$ cat src/rtl/core/lmd_pkg.sv
// Shared constants and types for the 3x3 local maximum detector.
// No dependencies; every other file of the block but lmd_ram imports this package.
`default_nettype none

package lmd_pkg;

  localparam int MAX_SIZE       = 1024;
  localparam int DEF_PIXEL_BITS = 16;

  localparam int FRAME_SIZE_W = 11;
  localparam int POS_W        = 10;

  localparam logic [FRAME_SIZE_W-1:0] FRAME_SIZE_MIN = 11'd3;
  localparam logic [FRAME_SIZE_W-1:0] FRAME_SIZE_RST = 11'd3;

  localparam int WIN_DIM    = 3;
  localparam int WIN_TAPS   = WIN_DIM * WIN_DIM;
  localparam int WIN_CENTRE = WIN_TAPS / 2;

  localparam int QUEUE_DEPTH = 4;

  typedef struct packed {
    logic [POS_W-1:0] row;
    logic [POS_W-1:0] col;
    logic             last;
  } lmd_pos_t;

endpackage

`default_nettype wire

$ cat src/rtl/core/lmd_fifo.sv
// Short queue between front and back end of the detector.
// Uses lmd_pkg for the default depth.
`default_nettype none

module lmd_fifo #(
  parameter int WIDTH = 32,
  parameter int DEPTH = lmd_pkg::QUEUE_DEPTH
) (
  input  wire logic                          clk_i,
  input  wire logic                          rst_ni,
  input  wire logic                          push_i,
  input  wire logic [WIDTH-1:0]              wdata_i,
  input  wire logic                          pop_i,
  output      logic [WIDTH-1:0]              rdata_o,
  output      logic                          empty_o,
  output      logic [$clog2(DEPTH+1)-1:0]    count_o
);

  import lmd_pkg::*;

  localparam int PW = (DEPTH > 1) ? $clog2(DEPTH) : 1;

  logic [WIDTH-1:0]           mem_q [DEPTH];
  logic [PW-1:0]              wr_ptr_q, rd_ptr_q;
  logic [$clog2(DEPTH+1)-1:0] count_q;

  assign rdata_o = mem_q[rd_ptr_q];
  assign empty_o = (count_q == '0);
  assign count_o = count_q;

  always_ff @(posedge clk_i or negedge rst_ni) begin
    if (!rst_ni) begin
      wr_ptr_q <= '0;
      rd_ptr_q <= '0;
      count_q  <= '0;
    end else begin
      if (push_i) begin
        wr_ptr_q <= (wr_ptr_q == PW'(DEPTH - 1)) ? '0 : wr_ptr_q + 1'b1;
      end
      if (pop_i) begin
        rd_ptr_q <= (rd_ptr_q == PW'(DEPTH - 1)) ? '0 : rd_ptr_q + 1'b1;
      end
      if (push_i && !pop_i) begin
        count_q <= count_q + 1'b1;
      end else if (pop_i && !push_i) begin
        count_q <= count_q - 1'b1;
      end
    end
  end

  always_ff @(posedge clk_i) begin
    if (push_i) begin
      mem_q[wr_ptr_q] <= wdata_i;
    end
  end

endmodule

`default_nettype wire

$ cat config.mk
export PLATFORM = sky130hd
export DESIGN_NAME = lmd_fifo
export DESIGN_NICKNAME = d
export VERILOG_FILES = /design/src/rtl/core/lmd_pkg.sv /design/src/rtl/core/lmd_fifo.sv
export SDC_FILE = /design/constraint.sdc
export NUM_CORES = 1
export LEC_CHECK = 0
export ABC_AREA = 1
export BUFFER_PORTS_ARGS = -buffer_cell sky130_fd_sc_hd__clkbuf_2
export CAP_MARGIN = 20
export CORE_ASPECT_RATIO = 0.5
export CORE_UTILIZATION = 50
export CTS_CLUSTER_SIZE = 14
export DETAILED_ROUTE_END_ITERATION = 8
export HOLD_SLACK_MARGIN = 0.06
export PLACE_DENSITY = 0.75
export SYNTH_ARGS = -nofsm -noshare
export SYNTH_HDL_FRONTEND = slang
export SYNTH_SLANG_ARGS = --single-unit
$ cat constraint.sdc
create_clock -name clk_i -period 1.75 [get_ports clk_i]
set_input_delay 0.2625 -clock clk_i [delete_from_list [all_inputs] [get_ports clk_i]]
set_output_delay 0.2625 -clock clk_i [all_outputs]
set_load 0.005 [all_outputs]
==> flow_summary.yaml <==
global_route:
  antenna_found_initial: 0
  grt_use_total: 0.188
  grt.overflow.total: 0
  grt_pass1_vias: 3300
  grt_first_pass_wirelength_um: 15700
  grt_max_degree: 53
pwr:
  total_power_mw: 11.7
  p_leak_nw: 2.96
  ir_drop_v: 0.000991
  powerDensity_nw_per_um2: 1670
floorplanning:
  row_count: 26
  fp.dieW_um: 151
  coreArea_um2: 10500
  die_y_um: 76.5
  num_io_pins: 72
  initial_core_util: 0.529
  dieArea_um2: 11600
placement:
  dp_hpwl_um: 5910
  io_buffers: 71
  gp_routability_congestion: 0.742
clock_tree:
  cts_buffers: 17
  clockBufferDepth: 2
  clk_pin_slew_ns: 0.06
  root_buffer: "clkbuf_16"
  cts_sinks: 135
  clk_latency_ns: 0.41
  cts_tree: "yes"
  htreeDepth: 4
synthesis:
  synth.distinct_cells: 18
  netlist_area_um2: 5550
  syn-num-nets: 468
  synth.yosys.seq_area_share: 0.724
  yosysWarnings: 0
  avgSynthCellArea_um2: 13.1
  yosys_register_bits: 135
  netlist_instances: 425
  synth_top_family_by_area: "compound AO/OA/AOI/OAI gates"
  synth_xor_xnor_area_share: 0.00158
  synth_adder_area_share: 0.0171
  synthMuxAreaShare: 0
  synth-compound-area-share: 0.0901
  synthSimpleGateAreaFrac: 0.0793
timing:
  finalClockSkew_ns: 0.0117
  tns_ns: -1.76
  worstMarginPinSlew_ns: 0.243
  final-max-slew-violation-count: 0
  hold_violations: 0
  fin_ws_ns: -0.0924
  timing.final.crit_share: 1.05
  finalSetupViolations: 32
  timing.hold.ws_ns: 0.0709
  fmax_ghz: 0.543
  period_needed_ns: 1.84
  rsz0062_at_grt: "yes"
  worst_slew_margin_rel: 0.838
outcome:
  outcome: "complete, but fails checks"
  violations: "negative setup slack"
drt:
  drt_pass1_iterations: 5
  wl_per_cell_um: 15.7
  vias_per_cell: 4.96
  dr.first_iter.drc_count: 186
  vias: 3360
  drt_wl_total_um: 10600
  post-route-drc-count: 0
  ant_nets: 0
run:
  drv_cap: 0
hold_path:
  hold_depth: 1
  hp-start: "wdata_i[30]"
  min_path_type: "input port to flip-flop"
  hold_end: "mem_q[1][30]"
layout:
  diodes: 0
  drive_gt1_frac: 0.246
  mostFrequentLayoutCell: "edfxtp_1"
  final_net_count: 568
  area_growth_pct: 25.7
  layout_common_cells: "edfxtp_1, nand2_1, inv_1"
  nFillCells: 744
setup_path:
  required_ns: 1.49
  critPathMaxFanout: 26
  reg2reg_depth: 5
  r2r_end: "mem_q[0][25]"
  start_kind: "flip-flop"
  arrival_ns: 1.58
  crit_path_end_kind: "output port"
  r2r-start: "wr_ptr_q[0]"
  critPathKind: "flip-flop to output port"
  rrSetupSlack_ns: 0.37
repair_timing:
| item | in CTS | in global routing |
|---|---|---|
| cloned | 0 | 6 |
| endpoints found under the hold margin | 19 | 12 |
| gates resized for setup | 2 | 9 |
| setup endpoints to repair | 32 | 32 |
| setup buffers | 2 | 1 |
| hold buffers | 4 | 3 |
| pin swaps | 0 | 4 |
layer usage:
metal / up-vias / GRT usage / share of wire
li1: 1675 / - / -
met1: 1592 / 0.227 / 0.44
met2: 82 / 0.307 / 0.50
met3: 11 / 0.0683 / 0.046
met4: 0 / 0.0760 / 0.010
met5: - / 0 / 0
stage by stage:
stage	utilization	area, µm²	worst slack, ns	cells
after floorplan	-	5550	0.0697	425
after detailed placement	0.580	6100	0.230	630
final	0.664	6980	-0.0924	677
after CTS	0.646	6790	-0.0746	667
after global placement	0.580	6100	0.251	630
after global routing	0.664	6980	-0.170	677
where the power goes:
group / internal [mW] / switching [mW] / total (mW)
sequential: 4.15 / 0.203 / 4.36
clock: 2.51 / 1.29 / 3.80
combinational: 1.52 / 1.98 / 3.51
cells by family after synthesis:
kind of cell | after synthesis
simple gates | 116
buf+inv | 98
flops | 135
compound gates | 68
fa+ha+maj | 7
xor+xnor | 1
cell usage after synthesis:
| master | number | share of area |
|---|---|---|
| nor3_1 | 1 | 0.00090 |
| nor2_1 | 2 | 0.0014 |
| buf_2 | 4 | 0.0036 |
| nand4_1 | 1 | 0.0011 |
| nand2_1 | 111 | 0.075 |
| ha_1 | 6 | 0.014 |
| o211ai_1 | 64 | 0.087 |
| dfrtp_1 | 7 | 0.032 |
| xnor2_1 | 1 | 0.0016 |
| edfxtp_1 | 128 | 0.69 |
| buf_4 | 1 | 0.0014 |
| inv_2 | 1 | 0.00068 |
| buf_6 | 15 | 0.030 |
| clkbuf_2 | 1 | 0.00090 |
| nand3_1 | 1 | 0.00090 |
| inv_1 | 76 | 0.051 |
| fa_1 | 1 | 0.0036 |
| o21ai_0 | 4 | 0.0036 |
state kept, by name, summed over array words and instances, names as in the netlist:
register  count
count_o       3
mem_q       128
rd_ptr_q      2
wr_ptr_q      2
worst max-delay path by stage:
stage | from | endpoint | slack [ns] | cells past startpoint
after global routing | rd_ptr_q[0] | rdata_o[25] | -0.17 | 6
after CTS | rd_ptr_q[0] | rdata_o[18] | -0.07 | 6
after detailed placement | rd_ptr_q[0] | rdata_o[18] | 0.23 | 5
after global placement | rd_ptr_q[0] | rdata_o[18] | 0.25 | 5
after floorplan | wr_ptr_q[0] | mem_q[2][0] | 0.07 | 4
final | rd_ptr_q[0] | rdata_o[16] | -0.09 | 6
worst max-delay path, cell delays in order (launching register included):
cell and delay [ns]:
dfrtp_2 0.48, inv_8 0.14, clkbuf_16 0.20, nand2_1 0.07, o211ai_1 0.09, nand2_1 0.08, clkbuf_2 0.11
final cells by class:
cell class | instances | area (µm²) | area share
Inverter | 77 | 297 | 0.0425
Timing Repair Buffer | 101 | 793 | 0.114
Timing Repair inverter | 1 | 6.26 | 0.000896
Clock inverter | 14 | 206 | 0.0296
Sequential cell | 135 | 4020 | 0.576
Clock buffer | 17 | 425 | 0.0609
Tap cell | 140 | 175 | 0.0251
Multi-Input combinational cell | 192 | 1060 | 0.151
Power figures use the tool's default switching activity.
