File: src/rtl/core/lmd_pkg.sv
// Shared constants and types for the 3x3 local maximum detector.
// No dependencies; every other file of the block but lmd_ram imports this package.
`default_nettype none

package lmd_pkg;

  localparam int MAX_SIZE       = 1024;
  localparam int DEF_PIXEL_BITS = 16;

  localparam int FRAME_SIZE_W = 11;
  localparam int POS_W        = 10;

  localparam logic [FRAME_SIZE_W-1:0] FRAME_SIZE_MIN = 11'd3;
  localparam logic [FRAME_SIZE_W-1:0] FRAME_SIZE_RST = 11'd3;

  localparam int WIN_DIM    = 3;
  localparam int WIN_TAPS   = WIN_DIM * WIN_DIM;
  localparam int WIN_CENTRE = WIN_TAPS / 2;

  localparam int QUEUE_DEPTH = 4;

  typedef struct packed {
    logic [POS_W-1:0] row;
    logic [POS_W-1:0] col;
    logic             last;
  } lmd_pos_t;

endpackage

`default_nettype wire

File: src/rtl/core/lmd_back.sv
// Back end: judges the queued 3x3 window against its centre and drives the result register.
// Uses lmd_pkg for window geometry and the position record.
`default_nettype none

module lmd_back #(
  parameter int PIXEL_BITS = lmd_pkg::DEF_PIXEL_BITS,
  parameter int REC_W      = lmd_pkg::WIN_TAPS * PIXEL_BITS + $bits(lmd_pkg::lmd_pos_t)
) (
  input  wire logic                             clk_i,
  input  wire logic                             rst_ni,
  input  wire logic [REC_W-1:0]                 head_i,
  input  wire logic                             empty_i,
  output      logic                             pop_o,
  output      logic                             out_valid_o,
  input  wire logic                             out_stall_i,
  output      logic [lmd_pkg::POS_W-1:0]        row_o,
  output      logic [lmd_pkg::POS_W-1:0]        col_o,
  output      logic [PIXEL_BITS-1:0]            max_value_o,
  output      logic                             is_max_o,
  output      logic                             last_o
);

  import lmd_pkg::*;

  logic signed [PIXEL_BITS-1:0] win [WIN_TAPS];
  logic signed [PIXEL_BITS-1:0] centre;
  lmd_pos_t                     pos;
  logic                         is_max;

  logic                         out_valid_q;
  lmd_pos_t                     pos_q;
  logic [PIXEL_BITS-1:0]        value_q;
  logic                         is_max_q;

  always_comb begin
    pos = head_i[$bits(lmd_pos_t)-1:0];
    for (int k = 0; k < WIN_TAPS; k++) begin
      win[k] = head_i[$bits(lmd_pos_t) + k*PIXEL_BITS +: PIXEL_BITS];
    end
  end

  assign centre = win[WIN_CENTRE];

  // Strict maximum: any tie with a neighbour clears the flag.
  always_comb begin
    is_max = 1'b1;
    for (int k = 0; k < WIN_TAPS; k++) begin
      if (k != WIN_CENTRE && win[k] >= centre) begin
        is_max = 1'b0;
      end
    end
  end

  assign pop_o = !empty_i && (!out_valid_q || !out_stall_i);

  always_ff @(posedge clk_i or negedge rst_ni) begin
    if (!rst_ni) begin
      out_valid_q <= 1'b0;
    end else if (!out_valid_q || !out_stall_i) begin
      out_valid_q <= !empty_i;
    end
  end

  always_ff @(posedge clk_i) begin
    if (pop_o) begin
      pos_q    <= pos;
      value_q  <= is_max ? centre : '0;
      is_max_q <= is_max;
    end
  end

  assign out_valid_o = out_valid_q;
  assign row_o       = pos_q.row;
  assign col_o       = pos_q.col;
  assign max_value_o = value_q;
  assign is_max_o    = is_max_q;
  assign last_o      = pos_q.last;

endmodule

`default_nettype wire

File: config.mk
export PLATFORM = sky130hd
export DESIGN_NAME = lmd_back
export DESIGN_NICKNAME = d
export VERILOG_FILES = /design/src/rtl/core/lmd_pkg.sv /design/src/rtl/core/lmd_back.sv
export SDC_FILE = /design/constraint.sdc
export NUM_CORES = 1
export LEC_CHECK = 0
export ABC_AREA = 1
export BUFFER_PORTS_ARGS = -buffer_cell sky130_fd_sc_hd__buf_2
export CORE_ASPECT_RATIO = 1.2
export CORE_MARGIN = 5
export CORE_UTILIZATION = 53
export CTS_BUF_LIST = sky130_fd_sc_hd__clkbuf_2
export DETAILED_ROUTE_END_ITERATION = 7
export PLACE_DENSITY_LB_ADDON = 0.25
export SYNTH_ARGS = -nofsm -noshare
export SYNTH_HDL_FRONTEND = slang
export SYNTH_SLANG_ARGS = --single-unit
File: constraint.sdc
create_clock -name clk_i -period 6.5 [get_ports clk_i]
set_input_delay 0.325 -clock clk_i [delete_from_list [all_inputs] [get_ports clk_i]]
set_output_delay 0.325 -clock clk_i [all_outputs]
set_load 0.05 [all_outputs]
==> qor.yml <==
yosys_warnings: 0
avgViaCountPerCell: 5.06
critPathMostFrequentCell: "nand2_1"
setup_tns_ns: 0
diodes: 0
mostFrequentLayoutCells: "buf_2 (208), nand2_1 (179), ha_1 (128)"
ys_seq_area_frac: 0.254
fin_crit_ns: 2.22
ir_drop_uv: 58.7
cpLargestDelayFamily: "simple AND/OR/NAND/NOR gates"
die_y_um: 112
grt_usage: 0.234
finalWirelength_mm: 12.6
pwr-share-comb: 0.463
cts.path.max_buffers: 2
synthTopCellsByArea: "ha_1 (35%), edfxtp_1 (25%), nand2_1 (15%), inv_1 (6.2%), a21oi_1 (5.6%)"
final_layout_size_suffix_gt1_frac: 0.293
vias: 4663
p_leak_nw: 3.36
path_buf_inv: 3
ant_nets: 0
grt_pass1_wl_mm: 19.8
setup_violations: 0
cts.clk_slew.worst_paths_ns: 0.17
syn2layout_area_growth_pct: 27.0
crit_required_ns: 6.71
status: "finished, final reports clean"
grt_overflow_total: 0
p_clk_frac: 0.136
grt_antenna_before_repair: 0
finish.utilization: 0.684
num-nets-final: 1101
maxSlewHeadroom: 0.696
ys_ff_latch: 39
arrival_ns: 2.43
coreArea_mm2: 0.00852
ios: 209
critPathMaxStageDelay_ns: 0.33
post_cts_buffers: 0
worst_slew_pin_slew_ns: 0.455
drt_iter0_drc: 138
gp_congestion: 0.880
path_cells: "buf_2 -> inv_1 -> ha_1 -> nand2_2 -> inv_1 -> nand2_1 -> nand2_1 -> a21oi_1 -> nand3_1 -> nand2_1 -> nand3_1 -> nor2_2 -> nand2_2 -> nor3_1"
maxCapViolCount: 0
fp-row-count: 37
grt_start_max_net_pins: 40
critPathCaptureType: "register"
die_x_um: 94.9
cts_made_buffers: 5
synth_area_leader_cell: "ha_1"
htreeDepth: 2
synth_top_area_frac: 0.349
power_switching_w: 0.000281
cts.sinks: 39
synth_cell_type_count: 20
drc: 0
start_kind: "primary input"
portBuffers: 208
hold_class: "in2reg"
wl_per_cell_um: 13.6
cts_root_buf: "clkbuf_2"
fin_crit_sh: 0.341
syn_area_mm2: 0.00459
clock.fmax_mhz: 451
dr.pass1.iters: 4
slew_viol_final: 0
syn_inst: 589
grt_pass1_vias: 4682
seq_power_share: 0.401
final_hold_viol_count: 0
clkLatencyLatePin_ns: 0.37
synth_fp_nets: 886
cts_tree: "done"
start_util: 0.539
power.internal_w: 0.000449
avgSynthCellArea_um2: 7.79
finClkSkew_ns: 0.00821
die_area_mm2: 0.0106
crit_type: "in2reg"
final_common_cell: "buf_2"
worst-path-max-fanout: 17
crit_path_top_delay_cell: "ha_1"
dpl.hpwl_mm: 11.2
power_density_mw_per_mm2: 125
rsz0062_at_grt: "false"
swShare: 0.385
==> kinds of logic after synthesis <==
group	Yosys count	synth area share
compound gates	69	0.0802
fa+ha+maj	128	0.349
buf+inv	78	0.0657
flops	39	0.254
simple gates	275	0.251
==> synthesized netlist by cell type (all sizes together) <==
cell type / count
o21ai: 9
a21oi: 51
o21a: 3
dfrtp: 1
nand2: 182
nand4: 1
nor2: 57
ha: 128
edfxtp: 38
nor3: 16
o21bai: 2
buf: 2
nand3: 19
a21o: 4
inv: 76
==> cell type report <==
cell class	count	area [um2]
inverter	76	285
multi-input combinational	472	3130
fill	756	2690
sequential	39	1170
clock buffer	7	35.0
tap	117	146
timing repair buffer	210	1060
clock inverter	1	5.00
==> what timing repair did <==
item / CTS / global route
gates resized for setup: 0 / 0
endpoints found under the hold margin: 1 / 0
hold buffers: 1 / 0
==> through the flow <==
step / worst slack [ns] / hold WS (ns) / cell area (um2) / power (W) / instances
2_1_floorplan: 2.78 / 0.0294 / 4590 / 0.000524 / 589
3_3_place_gp: 4.03 / 0.101 / 5780 / 0.000622 / 913
3_5_place_dp: 3.93 / 0.104 / 5780 / 0.000637 / 913
4_1_cts: 4.34 / 0.0850 / 5830 / 0.000737 / 922
5_1_grt: 4.12 / 0.0673 / 5830 / 0.000793 / 922
6_report: 4.28 / 0.116 / 5830 / 0.000730 / 922
==> registers in the layout, indices dropped and copies added (netlist names) <==
| name | count |
|---|---|
| col_o | 10 |
| is_max_o | 1 |
| last_o | 1 |
| max_value_o | 16 |
| out_valid_o | 1 |
| row_o | 10 |
==> power groups by stage <==
stage	combinational, W	clock [W]	sequential (W)
finish	0.000338	0.0000990	0.000293
global route	0.000385	0.000115	0.000294
CTS	0.000340	0.000104	0.000293
detailed placement	0.000338	0	0.000299
global placement	0.000324	0	0.000298
floorplan	0.000181	0	0.000343
==> path summary, 6_finish.rpt <==
path	startpoint	to	slack, ns	depth (start not counted)
worst max-delay path	head_i[99]	max_value_o[15]$_SDFFCE_PN0P_	4.28	14
worst min register to register	out_valid_o$_DFFE_PN0N_	out_valid_o$_DFFE_PN0N_	0.58	2
worst min-delay path	head_i[13]	row_o[2]$_DFFE_PP_	0.12	1
min in group asynchronous	rst_ni	out_valid_o$_DFFE_PN0N_	0.24	2
max in group asynchronous	rst_ni	out_valid_o$_DFFE_PN0N_	6.17	2
worst max register to register	out_valid_o$_DFFE_PN0N_	col_o[0]$_DFFE_PP_	5.15	2
==> per-layer routing <==
metal | part of all wire | global-route usage | vias to the layer above
met1 | 0.36 | 0.241 | 2062
met5 | 0 | 0 | -
met3 | 0.069 | 0.0257 | 24
met2 | 0.54 | 0.464 | 167
met4 | 0.026 | 0.0924 | 0
li1 | - | - | 2410
(Power assumes the default switching activity.)
